## config.mk

```make
export PLATFORM = sky130hd
export DESIGN_NAME = speed_command_frame_builder
export DESIGN_NICKNAME = d
export VERILOG_FILES = /design/src/scfb_pkg.sv /design/src/scfb_cfg_regs.sv /design/src/scfb_cmd_reg.sv /design/src/scfb_serializer.sv /design/src/speed_command_frame_builder.sv
export SDC_FILE = /design/constraint.sdc
export NUM_CORES = 1
export LEC_CHECK = 0
export BUFFER_PORTS_ARGS = -buffer_cell sky130_fd_sc_hd__clkbuf_2
export CAP_MARGIN = 30
export CORE_MARGIN = 10
export CORE_UTILIZATION = 65
export CTS_BUF_LIST = sky130_fd_sc_hd__clkbuf_4 sky130_fd_sc_hd__clkbuf_8
export CTS_CLUSTER_SIZE = 14
export DETAILED_ROUTE_END_ITERATION = 10
export PLACE_DENSITY = 0.87
export RECOVER_POWER = 50
export SLEW_MARGIN = 10
export SYNTH_ARGS = -nofsm -noshare
export SYNTH_HDL_FRONTEND = slang
export SYNTH_SLANG_ARGS = --single-unit
```

## constraint.sdc

```tcl
create_clock -name clk -period 7.9 [get_ports clk]
set_input_delay 0 -clock clk [delete_from_list [all_inputs] [get_ports clk]]
set_output_delay 0 -clock clk [all_outputs]
set_load 0.01 [all_outputs]
```

## src/scfb_pkg.sv

```systemverilog
`default_nettype none
// ----------------------------------------------------------------------------
// scfb_pkg: speed command frame builder shared types
// Beat types for the command and byte channels, config register indexes and
// the frame slot sequence.
// ----------------------------------------------------------------------------
package scfb_pkg;

	localparam int unsigned CfgIdxW = 2;
	localparam int unsigned CfgDataW = 8;

	typedef enum logic [CfgIdxW-1:0] {
		CFG_START_BYTE     = 2'd0,
		CFG_END_BYTE       = 2'd1,
		CFG_SET_SPEED_CODE = 2'd2,
		CFG_FORWARD_CODE   = 2'd3
	} cfg_idx_t;

	typedef struct packed {
		logic [7:0] start_byte;
		logic [7:0] end_byte;
		logic [7:0] set_speed_code;
		logic [7:0] forward_code;
	} cfg_regs_t;

	typedef struct packed {
		logic               func;
		logic [7:0]         target_id;
		logic signed [31:0] speed;
	} cmd_item_t;

	typedef struct packed {
		logic [7:0] tx_byte;
		logic       last;
	} tx_item_t;

	// Frame byte positions in forward mode; direct mode skips SLOT_FWD/SLOT_TID.
	typedef enum logic [3:0] {
		SLOT_START  = 4'd0,
		SLOT_LEN    = 4'd1,
		SLOT_FWD    = 4'd2,
		SLOT_TID    = 4'd3,
		SLOT_SSC    = 4'd4,
		SLOT_SPD3   = 4'd5,
		SLOT_SPD2   = 4'd6,
		SLOT_SPD1   = 4'd7,
		SLOT_SPD0   = 4'd8,
		SLOT_CRC_HI = 4'd9,
		SLOT_CRC_LO = 4'd10,
		SLOT_END    = 4'd11
	} slot_t;

	localparam logic [7:0] LEN_DIRECT  = 8'd5;
	localparam logic [7:0] LEN_FORWARD = 8'd7;

endpackage : scfb_pkg
`default_nettype wire

```

## src/scfb_cfg_regs.sv

```systemverilog
`default_nettype none
// ----------------------------------------------------------------------------
// scfb_cfg_regs: configuration registers
// Four byte-wide registers written through a plain write port.
// ----------------------------------------------------------------------------
module scfb_cfg_regs
	import scfb_pkg::*;
(
	input  wire logic                clk,
	input  wire logic                arst_n,
	input  wire logic                cfg_we,
	input  wire logic [CfgIdxW-1:0]  cfg_index,
	input  wire logic [CfgDataW-1:0] cfg_wdata,
	output cfg_regs_t                cfg
);

	cfg_regs_t cfg_q;

	always_ff @(posedge clk or negedge arst_n) begin
		if (!arst_n) begin
			cfg_q.start_byte     <= 8'd2;
			cfg_q.end_byte       <= 8'd3;
			cfg_q.set_speed_code <= 8'd8;
			cfg_q.forward_code   <= 8'd34;
		end else if (cfg_we) begin
			unique case (cfg_idx_t'(cfg_index))
				CFG_START_BYTE:     cfg_q.start_byte     <= cfg_wdata;
				CFG_END_BYTE:       cfg_q.end_byte       <= cfg_wdata;
				CFG_SET_SPEED_CODE: cfg_q.set_speed_code <= cfg_wdata;
				CFG_FORWARD_CODE:   cfg_q.forward_code   <= cfg_wdata;
				default: ;
			endcase
		end
	end

	assign cfg = cfg_q;

endmodule : scfb_cfg_regs
`default_nettype wire

```

## src/scfb_cmd_reg.sv

```systemverilog
`default_nettype none
// ----------------------------------------------------------------------------
// scfb_cmd_reg: command input register
// Holds one command beat until the serializer takes it.
// ----------------------------------------------------------------------------
module scfb_cmd_reg
	import scfb_pkg::*;
(
	input  wire logic      clk,
	input  wire logic      arst_n,
	input  wire logic      cmd_valid,
	output logic           cmd_stall,
	input  wire cmd_item_t cmd_data,
	input  wire logic      pop,
	output logic           full,
	output cmd_item_t      cmd
);

	logic      full_s1;
	cmd_item_t cmd_s1;
	logic      accept;

	assign cmd_stall = full_s1 && !pop;
	assign accept    = cmd_valid && !cmd_stall;

	always_ff @(posedge clk or negedge arst_n) begin
		if (!arst_n) begin
			full_s1 <= 1'b0;
		end else if (accept) begin
			full_s1 <= 1'b1;
		end else if (pop) begin
			full_s1 <= 1'b0;
		end
	end

	always_ff @(posedge clk) begin
		if (accept) begin
			cmd_s1 <= cmd_data;
		end
	end

	assign full = full_s1;
	assign cmd  = cmd_s1;

endmodule : scfb_cmd_reg
`default_nettype wire

```

## src/scfb_serializer.sv

```systemverilog
`default_nettype none
// ----------------------------------------------------------------------------
// scfb_serializer: frame byte sequencer
// Walks the frame slots of one command, one byte per beat, folding payload
// bytes into a running CRC-16 (poly 0x1021, init 0) on the way out.
// ----------------------------------------------------------------------------
module scfb_serializer
	import scfb_pkg::*;
(
	input  wire logic      clk,
	input  wire logic      arst_n,
	input  wire cfg_regs_t cfg,
	input  wire logic      cmd_full,
	input  wire cmd_item_t cmd,
	output logic           pop,
	output logic           tx_valid,
	input  wire logic      tx_stall,
	output tx_item_t       tx_data
);

	localparam logic [15:0] CrcPoly = 16'h1021;

	function automatic logic [15:0] crc_byte(input logic [15:0] crc_in, input logic [7:0] b);
		logic [15:0] c;
		c = crc_in ^ {b, 8'h00};
		for (int k = 0; k < 8; k++) begin
			c = c[15] ? ({c[14:0], 1'b0} ^ CrcPoly) : {c[14:0], 1'b0};
		end
		return c;
	endfunction

	logic        busy_q;
	slot_t       slot_q;
	cmd_item_t   cmd_q;
	logic [15:0] crc_q;
	logic        tx_valid_q;
	tx_item_t    tx_q;

	logic        adv;
	logic        emit;
	logic        is_end;
	logic        is_payload;
	logic [7:0]  cur_byte;
	slot_t       slot_next;

	assign adv    = !tx_valid_q || !tx_stall;
	assign emit   = busy_q && adv;
	assign is_end = (slot_q == SLOT_END);
	assign pop    = cmd_full && (!busy_q || (emit && is_end));

	always_comb begin
		is_payload = 1'b0;
		cur_byte   = 8'h00;
		case (slot_q)
			SLOT_START:  cur_byte = cfg.start_byte;
			SLOT_LEN:    cur_byte = cmd_q.func ? LEN_FORWARD : LEN_DIRECT;
			SLOT_FWD: begin
				cur_byte   = cfg.forward_code;
				is_payload = 1'b1;
			end
			SLOT_TID: begin
				cur_byte   = cmd_q.target_id;
				is_payload = 1'b1;
			end
			SLOT_SSC: begin
				cur_byte   = cfg.set_speed_code;
				is_payload = 1'b1;
			end
			SLOT_SPD3: begin
				cur_byte   = cmd_q.speed[31:24];
				is_payload = 1'b1;
			end
			SLOT_SPD2: begin
				cur_byte   = cmd_q.speed[23:16];
				is_payload = 1'b1;
			end
			SLOT_SPD1: begin
				cur_byte   = cmd_q.speed[15:8];
				is_payload = 1'b1;
			end
			SLOT_SPD0: begin
				cur_byte   = cmd_q.speed[7:0];
				is_payload = 1'b1;
			end
			SLOT_CRC_HI: cur_byte = crc_q[15:8];
			SLOT_CRC_LO: cur_byte = crc_q[7:0];
			SLOT_END:    cur_byte = cfg.end_byte;
			default:     cur_byte = 8'h00;
		endcase
	end

	// direct frames skip the forward header
	always_comb begin
		if (slot_q == SLOT_LEN) begin
			slot_next = cmd_q.func ? SLOT_FWD : SLOT_SSC;
		end else begin
			slot_next = slot_t'(slot_q + 4'd1);
		end
	end

	always_ff @(posedge clk or negedge arst_n) begin
		if (!arst_n) begin
			busy_q     <= 1'b0;
			slot_q     <= SLOT_START;
			tx_valid_q <= 1'b0;
		end else begin
			if (pop) begin
				busy_q <= 1'b1;
				slot_q <= SLOT_START;
			end else if (emit) begin
				slot_q <= slot_next;
				if (is_end) begin
					busy_q <= 1'b0;
				end
			end
			if (adv) begin
				tx_valid_q <= emit;
			end
		end
	end

	always_ff @(posedge clk) begin
		if (pop) begin
			cmd_q <= cmd;
			crc_q <= 16'h0000;
		end else if (emit && is_payload) begin
			crc_q <= crc_byte(crc_q, cur_byte);
		end
		if (emit) begin
			tx_q.tx_byte <= cur_byte;
			tx_q.last    <= is_end;
		end
	end

	assign tx_valid = tx_valid_q;
	assign tx_data  = tx_q;

endmodule : scfb_serializer
`default_nettype wire

```

## src/speed_command_frame_builder.sv

```systemverilog
`default_nettype none
// The command beat is held in the input register; each frame byte is registered.
// Throughput: one byte per cycle while tx_stall is low; a direct frame has 10 bytes
// and a forward frame 12, set by the byte serializer walking the frame slots.
// The next command is held in the input register and starts with no gap.
// Reset: pipeline empty, config registers back to 2, 3, 8 and 34.
// ----------------------------------------------------------------------------
// speed_command_frame_builder: speed command framer
// Turns each speed command into a start/len/payload/CRC16/end byte frame.
// ----------------------------------------------------------------------------
module speed_command_frame_builder
	import scfb_pkg::*;
(
	input  wire logic                clk,
	input  wire logic                arst_n,
	input  wire logic                cmd_valid,
	output logic                     cmd_stall,
	input  wire cmd_item_t           cmd_data,
	output logic                     tx_valid,
	input  wire logic                tx_stall,
	output tx_item_t                 tx_data,
	input  wire logic                cfg_we,
	input  wire logic [CfgIdxW-1:0]  cfg_index,
	input  wire logic [CfgDataW-1:0] cfg_wdata
);

	cfg_regs_t cfg;
	logic      pop;
	logic      cmd_full;
	cmd_item_t cmd;

	scfb_cfg_regs u_cfg (
		.clk       (clk),
		.arst_n    (arst_n),
		.cfg_we    (cfg_we),
		.cfg_index (cfg_index),
		.cfg_wdata (cfg_wdata),
		.cfg       (cfg)
	);

	scfb_cmd_reg u_cmd (
		.clk       (clk),
		.arst_n    (arst_n),
		.cmd_valid (cmd_valid),
		.cmd_stall (cmd_stall),
		.cmd_data  (cmd_data),
		.pop       (pop),
		.full      (cmd_full),
		.cmd       (cmd)
	);

	scfb_serializer u_ser (
		.clk      (clk),
		.arst_n   (arst_n),
		.cfg      (cfg),
		.cmd_full (cmd_full),
		.cmd      (cmd),
		.pop      (pop),
		.tx_valid (tx_valid),
		.tx_stall (tx_stall),
		.tx_data  (tx_data)
	);

endmodule : speed_command_frame_builder
`default_nettype wire

```

==> results of run 1 <==
==> sequential cells by signal (all words and copies together) (netlist names) <==
signal	count
u_cmd.cmd	41
u_ser.cmd_q	41
u_cfg.cfg	32
u_ser.crc_q	16
u_ser.tx_data	9
u_ser.slot_q	4
u_cmd.full	1
u_ser.busy_q	1
u_ser.tx_valid	1
==> layout by cell type (no fill, tap or decap), types with 8 or more instances in the layout <==
master,count
edfxtp_1,91
clkbuf_2,63
dlygate4sd3_1,53
mux2_2,34
dfrtp_1,33
nor2_1,18
a22oi_1,17
clkbuf_8,17
dfxtp_1,16
a21oi_1,14
xnor2_1,14
inv_1,13
nand2_1,12
a211oi_1,10
mux2i_1,8
==> final timing paths <==
| check | to | start | cells past startpoint |
|---|---|---|---|
| max in group asynchronous | u_cfg.cfg[8] | arst_n | 4 |
| max reg2reg | u_ser.crc_q[7] | u_ser.slot_q[0] | 8 |
| max | u_ser.crc_q[7] | u_ser.slot_q[0] | 8 |
| min reg2reg | u_ser.cmd_q[21] | u_cmd.cmd[21] | 0 |
| min in group asynchronous | u_ser.tx_valid | arst_n | 3 |
| min | u_cfg.cfg[30] | cfg_index[0] | 4 |
==> power by group through the flow <==
stage                     clock network [uW]  logic, uW  registers (uW)
after floorplan                            0        870            1070
after global placement                     0       1020            1110
after detailed placement                   0       1060            1120
after CTS                                558       1100            1100
after global routing                     597       1260            1100
final                                    557       1150            1090
==> area by class of cell <==
cell class	instances	area, um^2
fillers	463	1528
flip-flops and latches	146	4036
multi-input cells	223	1774
clock inverters	15	137.6
inverters	14	52.55
clock buffers	17	234.0
repair buffers	126	950.9
well taps	108	135.1
==> worst max-delay path: cells and delay by family, from the launching register on <==
family / cells / cell delay, ns
compound gates: 4 / 1.27
fa+ha+maj: 1 / 0.52
xor+xnor: 1 / 0.46
buf+inv: 1 / 0.12
simple gates: 1 / 0.33
flops: 1 / 0.48
==> logic make-up (layout without fill, tap and decap cells) <==
logic type / Yosys count / in the layout / synth area share, %
multiplexers: 44 / 44 / 8.138
adder cells (fa/ha/maj): 4 / 4 / 0.8390
AO/OA/AOI/OAI: 82 / 82 / 10.59
buffers and inverters: 32 / 172 / 2.621
AND/OR/NAND/NOR: 72 / 72 / 6.355
flip-flops: 146 / 146 / 67.66
XOR/XNOR: 21 / 21 / 3.796
==> metrics by stage <==
step / hold slack, ns / cells
floorplan: -0.2956 / 401
global placement: 0.1651 / 560
detailed placement: 0.1786 / 561
CTS: 0.1473 / 645
global route: 0.1496 / 649
finish: 0.1860 / 649
==> metal layers <==
layer,vias to the layer above,wire (um),global-route usage (%)
met5,-,0,0
met4,0,195,6.922
met3,22,1279,6.667
met2,237,7496,38.34
met1,1968,5624,27.95
li1,1794,-,-
==> impl_metrics.toml, run 1 <==
[die]
io_pins = 67
rows = 34
die_height_um = 115.8
die_width_um = 115.8
dieArea_um2 = 13410
core_um2 = 8848
start_util_pct = 67.42

[critical_path]
crit_slowest_cell = "a222oi_1"
crit_required_ns = 8.23
cp_max_fo = 22
slowest_delay_ns = 0.55
cp-start-kind = "register"
path_cells = "inv_1 -> ha_1 -> a222oi_1 -> o32ai_1 -> a311oi_2 -> xnor3_1 -> or3_1 -> o2111a_1"
r2r_slack_ns = 4.62
worstPathArrival_ns = 3.62
end_kind = "register"
crit_type = "reg2reg"

[placed_design]
gp_congestion = 0.8199
place_ws_ns = 4.760
hpwl_um = 8452
numPortBuffers = 66
placed_cell_area_um2 = 6371

[clock_network]
root_buffer = "clkbuf_8"
cts_setup_buffers = 0
clk_path_buf_depth = 2
cts_made_buffers = 17
htreeDepth = 4
ctsHoldBuffers = 52
tritoncts = "yes"
clk_latency_ns = 0.44
ctsResizeCount = 0
clk_pin_slew_ns = 0.09
clock-sinks = 146

[sta]
worst_slew_pin_slew_ns = 1.881
hold_violations = 0
maxSlewHeadroom_pct = -25.42
timing.final.ws_setup_ns = 4.616
setup_viol = 0
rsz0062_at_grt = "no"
max_freq_mhz = 304.5
clock_skew_ns = 0.01248
finalSetupTns_ns = 0
fin_crit_sh_pct = 41.57
slew_viol_final = 34
post-route-min-period_ns = 3.284

[logic_synthesis]
synth.top_cell.area_share_pct = 45.81
async_reset_ff_share_pct = 26.71
synth.area.top_cells = "edfxtp_1 (46%), dfrtp_1 (14%), mux2_2 (6.8%)"
synth_common_cells = "edfxtp_1 (91), mux2_2 (36), dfrtp_1 (33)"
syn_area_per_cell_um2 = 14.88
ys.flop_type = "edfxtp_1"
synth_most_common_cell = "edfxtp_1"
syn_inst = 401
synth_cell_types = 55
ys_ff_latch = 146
yosysWarnings = 0
synth_edf_count = 91
synth_fp_nets = 461
ys_seq_area_share_pct = 67.66
syn_area_um2 = 5966
synth_area_leader_cell = "edfxtp_1"

[power_and_ir_drop]
comb_power_share_pct = 41.1
leakage_uw = 0.002800
seqPwrFrac_pct = 39.0
pwr-share-clk_pct = 19.9
powerDensity_nw_per_um2 = 382.3
totalPowerFinal_uw = 2799
intPower_uw = 1728
ir_worst_vdd_mv = 0.2233
sw_frac_of_total_pct = 38.25
switching_power_uw = 1071

[layout]
drive_above_1_share_pct = 26.80
n_antenna_cell = 0
postLayoutCoreUtil_pct = 82.73
areaGrowthSynthToFinish_pct = 22.71
nNetsFinal = 588
design_area_um2 = 7321

[status]
violations = "max-capacitance violations, max-slew violations"
outcome = "complete, but fails checks"

[route]
vias = 4021
drc = 0
routed_via_density = 6.196
first_pass_iters = 7
routedWlPerCell_um = 22.49
first_iter_violations = 467
drt_wl_total_um = 14600
final_antenna_net_count = 0

[global_routing]
antenna_found_initial = 0
grt_pass1_wl_um = 23280
grt_pass1_vias = 4172
overflow = 0
grt_util_all_layers_pct = 22.80
grt_max_degree = 45

[job]
drv_cap = 1

[worst_hold_path]
hold_class = "in2reg"
(Power assumes the default switching activity.)
==> run 2: changes to the inputs <==
Settings changed: CORE_UTILIZATION 65 to 60, PLACE_DENSITY 0.87 to 0.81.
Clock period 7.9 ns to 3.1 ns, I/O delays scaled along.
==> impl_metrics.toml, run 2 (synthesis gave the netlist of run 1 again) <==
[die]
io_pins = 67
start_util_pct = 61.32
die_width_um = 119.7
rows = 36
die_height_um = 119.7
core_um2 = 9729
dieArea_um2 = 14330

[route]
m1WireLength_um = 5189
dr_wl_met2_um = 7105
top_layer_used = "met4"
wl_met3_um = 1222
first_pass_iters = 7
first_iter_violations = 428
drc = 0
vias = 4016
routed_via_density = 5.863
drt_wl_total_um = 13790
routedWlPerCell_um = 20.13
final_antenna_net_count = 0

[critical_path]
cp_max_fo = 6
slowest_delay_ns = 0.44
critical_path_buf_inv_count = 1
cp-start-kind = "register"
path_cells = "inv_1 -> ha_1 -> a222oi_1 -> nor2_1 -> a2111oi_4 -> xnor2_1 -> xnor3_1 -> or3_1 -> o2111a_1"
worstPathArrival_ns = 3.24
cp_top_family = "compound AO/OA/AOI/OAI gates"
crit_slowest_cell = "dfrtp_1"
r2r_slack_ns = 0.20
crit_required_ns = 3.43
end_kind = "register"
cp.depth = 9
worst_r2r_path_depth = 9
crit_type = "reg2reg"

[power_and_ir_drop]
pwr-share-clk_pct = 20.8
sw_frac_of_total_pct = 35.55
switching_power_uw = 2601
comb_power_share_pct = 40.9
seqPwrFrac_pct = 38.3
intPower_uw = 4715
leakage_uw = 0.002876
powerDensity_nw_per_um2 = 980.1
ir_worst_vdd_mv = 0.5420

[layout]
drive_above_1_share_pct = 28.80
mostFrequentLayoutCell = "edfxtp_1"
fill_cells = 589
n_antenna_cell = 0
layout_common_cells = "edfxtp_1 (91), clkbuf_2 (63), dlygate4sd3_1 (52), mux2_2 (36), dfrtp_1 (33)"
areaGrowthSynthToFinish_pct = 25.10
nNetsFinal = 599

[global_routing]
grt_pass1_wl_um = 22320
grt_util_all_layers_pct = 19.89
grt_pass1_vias = 4229
antenna_found_initial = 0
overflow = 0
grt_max_degree = 42

[placed_design]
hpwl_um = 8674
place_ws_ns = 0.2662
numPortBuffers = 66
gp_congestion = 0.9051

[sta]
max_freq_mhz = 344.2
clock_skew_ns = 0.01738
slew_viol_final = 0
timing.final.ws_setup_ns = 0.1950
fin_crit_sh_pct = 93.71
maxSlewHeadroom_pct = 22.83
setup_viol = 0
finalSetupTns_ns = 0
post-route-min-period_ns = 2.905
hold_slack_ns = 0.1924
worst_slew_pin_slew_ns = 1.158
hold_violations = 0

[clock_network]
tritoncts = "yes"
root_buffer = "clkbuf_8"
clk_latency_ns = 0.44
htreeDepth = 4
clk_pin_slew_ns = 0.08
cts_made_buffers = 17
clock-sinks = 146
clk_path_buf_depth = 2

[worst_hold_path]
hold_class = "in2reg"
worstHoldPathCells = 4

[status]
outcome = "completed"

[job]
drv_cap = 0
==> run 2: cell types whose count changed in the layout (fill, tap and decap cells not counted), sizes merged <==
cell / delta
buf: +12
bufinv: +3
inv: -9
clkbuf: +2
dlygate4sd3: -1
clkinvlp: -2
clkinv: +6
==> run 2: final cells by class <==
class / count / area, um^2 / area share (%)
clock buffers: 19 / 249.0 / 3.336
flip-flops and latches: 146 / 4036 / 54.08
clock inverters: 13 / 161.4 / 2.163
multi-input cells: 223 / 1787 / 23.94
well taps: 133 / 166.4 / 2.230
inverters: 14 / 52.55 / 0.7041
repair buffers: 137 / 1011 / 13.55
==> run 2: worst paths after layout <==
| kind | startpoint | end |
|---|---|---|
| worst max-delay path | u_ser.slot_q[0] | u_ser.crc_q[7] |
| worst min-delay path | cfg_index[1] | u_cfg.cfg[28] |
| worst max register to register | u_ser.slot_q[0] | u_ser.crc_q[7] |
| worst min register to register | u_cmd.cmd[34] | u_ser.cmd_q[34] |
| max in group asynchronous | arst_n | u_cfg.cfg[0] |
| min in group asynchronous | arst_n | u_ser.slot_q[3] |
==> run 2: what timing repair did <==
action | 4_1_cts | 5_1_grt
endpoints found under the setup margin | 0 | 2
resized for setup | 0 | 1
hold buffers | 52 | 0
buffers inserted | 0 | 1
hold endpoints to repair | 109 | 0
==> run 2: layer usage <==
layer	global-route usage, %	vias to the layer above
met1	22.93	1957
met3	6.142	24
met2	33.94	222
met5	0	-
met4	7.919	0
li1	-	1813
==> run 2: per-stage QoR <==
stage	std cells	area [um^2]	util, %	power, uW
global placement	599	6513	66.94	5524
CTS	683	7443	76.50	7216
floorplan	401	5967	-	4934
detailed placement	599	6513	66.94	5660
finish	685	7463	76.71	7315
global route	685	7463	76.71	7726
==> run 2: power groups by stage <==
stage | sequential, uW | clock (uW) | combinational (uW)
2_1_floorplan | 2720 | 0 | 2220
3_3_place_gp | 2810 | 0 | 2710
3_5_place_dp | 2820 | 0 | 2840
4_1_cts | 2780 | 1530 | 2900
5_1_grt | 2830 | 1630 | 3270
6_report | 2800 | 1520 | 2990
==> run 2: tightest hold or removal path: cells and delay by family <==
| family | cells | cell delay [ns] |
|---|---|---|
| buffers and inverters | 2 | 0.31 |
| AND/OR/NAND/NOR | 1 | 0.06 |
| multiplexers | 1 | 0.23 |
==> run 3: changes to the inputs <==
Settings changed: CORE_UTILIZATION 60 to 40, PLACE_DENSITY 0.81 to not set.
==> impl_metrics.toml, run 3 (synthesis gave the netlist of run 1 again) <==
[clock_network]
clk_latency_ns = 0.44
htreeDepth = 4
ctsResizeCount = 0
root_buffer = "clkbuf_8"
clock-sinks = 146
cts_made_buffers = 17
tritoncts = "yes"
clk_path_buf_depth = 2
clk_pin_slew_ns = 0.08

[sta]
fin_crit_sh_pct = 91.76
setup_viol = 0
finalSetupTns_ns = 0
post-route-min-period_ns = 2.844
hold_slack_ns = 0.07662
rsz0062_at_grt = "no"
timing.final.ws_setup_ns = 0.2555
max_freq_mhz = 351.6
hold_violations = 0
worst_slew_pin_slew_ns = 1.416
clock_skew_ns = 0.01087
maxSlewHeadroom_pct = 5.613
slew_viol_final = 0

[global_routing]
met2_usage_pct = 21.33
overflow = 0
grt_pass1_wl_um = 21370
grt.busiest_layer = "met2"
grt_pass1_vias = 3972
grt_use_met1_pct = 17.26
met3_usage_pct = 3.905
antenna_found_initial = 0
grt_util_all_layers_pct = 13.59
grt_max_degree = 47

[power_and_ir_drop]
ir_worst_vdd_mv = 0.3918
intPower_uw = 4989
pwr-share-clk_pct = 23.3
seqPwrFrac_pct = 37.2
sw_frac_of_total_pct = 33.53
comb_power_share_pct = 39.6
totalPowerFinal_uw = 7506
leakage_uw = 0.002924
switching_power_uw = 2517
powerDensity_nw_per_um2 = 984.0

[placed_design]
gp_congestion = 0.8646
hpwl_um = 9083
place_ws_ns = 0.2947
numPortBuffers = 66

[critical_path]
worstPathArrival_ns = 3.18
worst_r2r_path_depth = 8
crit_type = "reg2reg"
r2r-end = "u_ser.crc_q[7]"
r2r_slack_ns = 0.26
crit_required_ns = 3.44
r2r-start = "u_ser.slot_q[0]"
cp-start-kind = "register"
end_kind = "register"
cp_max_fo = 10

[worst_hold_path]
hold_class = "in2reg"
worstHoldPathCells = 3
hp-start = "cfg_index[0]"
whs_endpoint = "u_cfg.cfg[26]"

[die]
die_height_um = 142.1
die_width_um = 142.1
io_pins = 67
dieArea_um2 = 20200
start_util_pct = 40.89
core_um2 = 14590
rows = 44

[route]
first_pass_iters = 5
first_iter_violations = 305
drc = 0
routed_via_density = 5.170
vias = 3831
routedWlPerCell_um = 17.67
drt_wl_total_um = 13100
final_antenna_net_count = 0

[layout]
mostFrequentLayoutCell = "edfxtp_1"
fill_cells = 1207
areaGrowthSynthToFinish_pct = 27.87
drive_above_1_share_pct = 30.52
n_antenna_cell = 0
nNetsFinal = 604
layout_common_cells = "edfxtp_1 (91), clkbuf_2 (65), dlygate4sd3_1 (53), mux2_2 (36), dfrtp_1 (33)"

[job]
drv_cap = 0

[status]
outcome = "completed"
## run 3: cell types whose count changed in the layout (fill, tap and decap cells not counted), moves of 2 or more
cell        before  now
buf_4           16   20
bufinv_16        3    6
clkbuf_1         4    2
clkbuf_2        63   65
clkinv_4         5    1
clkinvlp_4       0    3
dfstp_1          5    2
dfstp_2          1    4
## run 3: area by class of cell
| type | count | area [um^2] | share of cell area, % |
|---|---|---|---|
| multi-input combinational | 223 | 1779 | 23.32 |
| tap | 184 | 230.2 | 3.018 |
| clock buffer | 18 | 241.5 | 3.165 |
| timing repair buffer | 142 | 1054 | 13.81 |
| sequential | 146 | 4036 | 52.91 |
| inverter | 14 | 52.55 | 0.6889 |
| clock inverter | 14 | 235.2 | 3.083 |
## run 3: how the worst max path moves through the flow
stage                         start        endpoint
detailed placement  u_ser.slot_q[0]  u_ser.crc_q[7]
finish              u_ser.slot_q[0]  u_ser.crc_q[7]
floorplan           u_ser.slot_q[0]    u_cmd.cmd[0]
global placement    u_ser.slot_q[2]  u_ser.crc_q[7]
CTS                 u_ser.slot_q[0]  u_ser.crc_q[7]
global route        u_ser.slot_q[0]  u_ser.crc_q[8]
## run 3: per-stage QoR
step | area [um^2] | utilization (%) | std cells
after detailed placement | 6619 | 45.37 | 655
after global routing | 7629 | 52.29 | 741
after CTS | 7626 | 52.27 | 740
after global placement | 6619 | 45.37 | 655
final | 7629 | 52.29 | 741
after floorplan | 5967 | - | 401
## run 3: layer usage
metal / wire length [um] / share of wire (%)
met5: 0 / 0
met4: 194 / 1.5
met3: 596 / 4.6
met2: 6451 / 49
met1: 5853 / 45
## run 3: power by group through the flow
stage          logic, uW  clock network [uW]  registers [uW]
3_3_place_gp        2840                   0            2830
3_5_place_dp        2920                   0            2830
6_report            2970                1750            2790
4_1_cts             2980                1800            2790
5_1_grt             3270                1880            2830
2_1_floorplan       2220                   0            2720
## run 3: timing repair
action,CTS,global route
hold buffers,53,0
endpoints found under the hold margin,109,0
setup endpoints to repair,0,0
setup buffers,0,0
## run 3: critical path, stage by stage, from the launching register on
cell and delay [ns]:
dfrtp_1 0.44, inv_1 0.09, ha_1 0.36, a222oi_1 0.42
o32ai_1 0.15, a311oi_2 0.39, xnor3_1 0.44, or3_1 0.33
o2111a_1 0.13
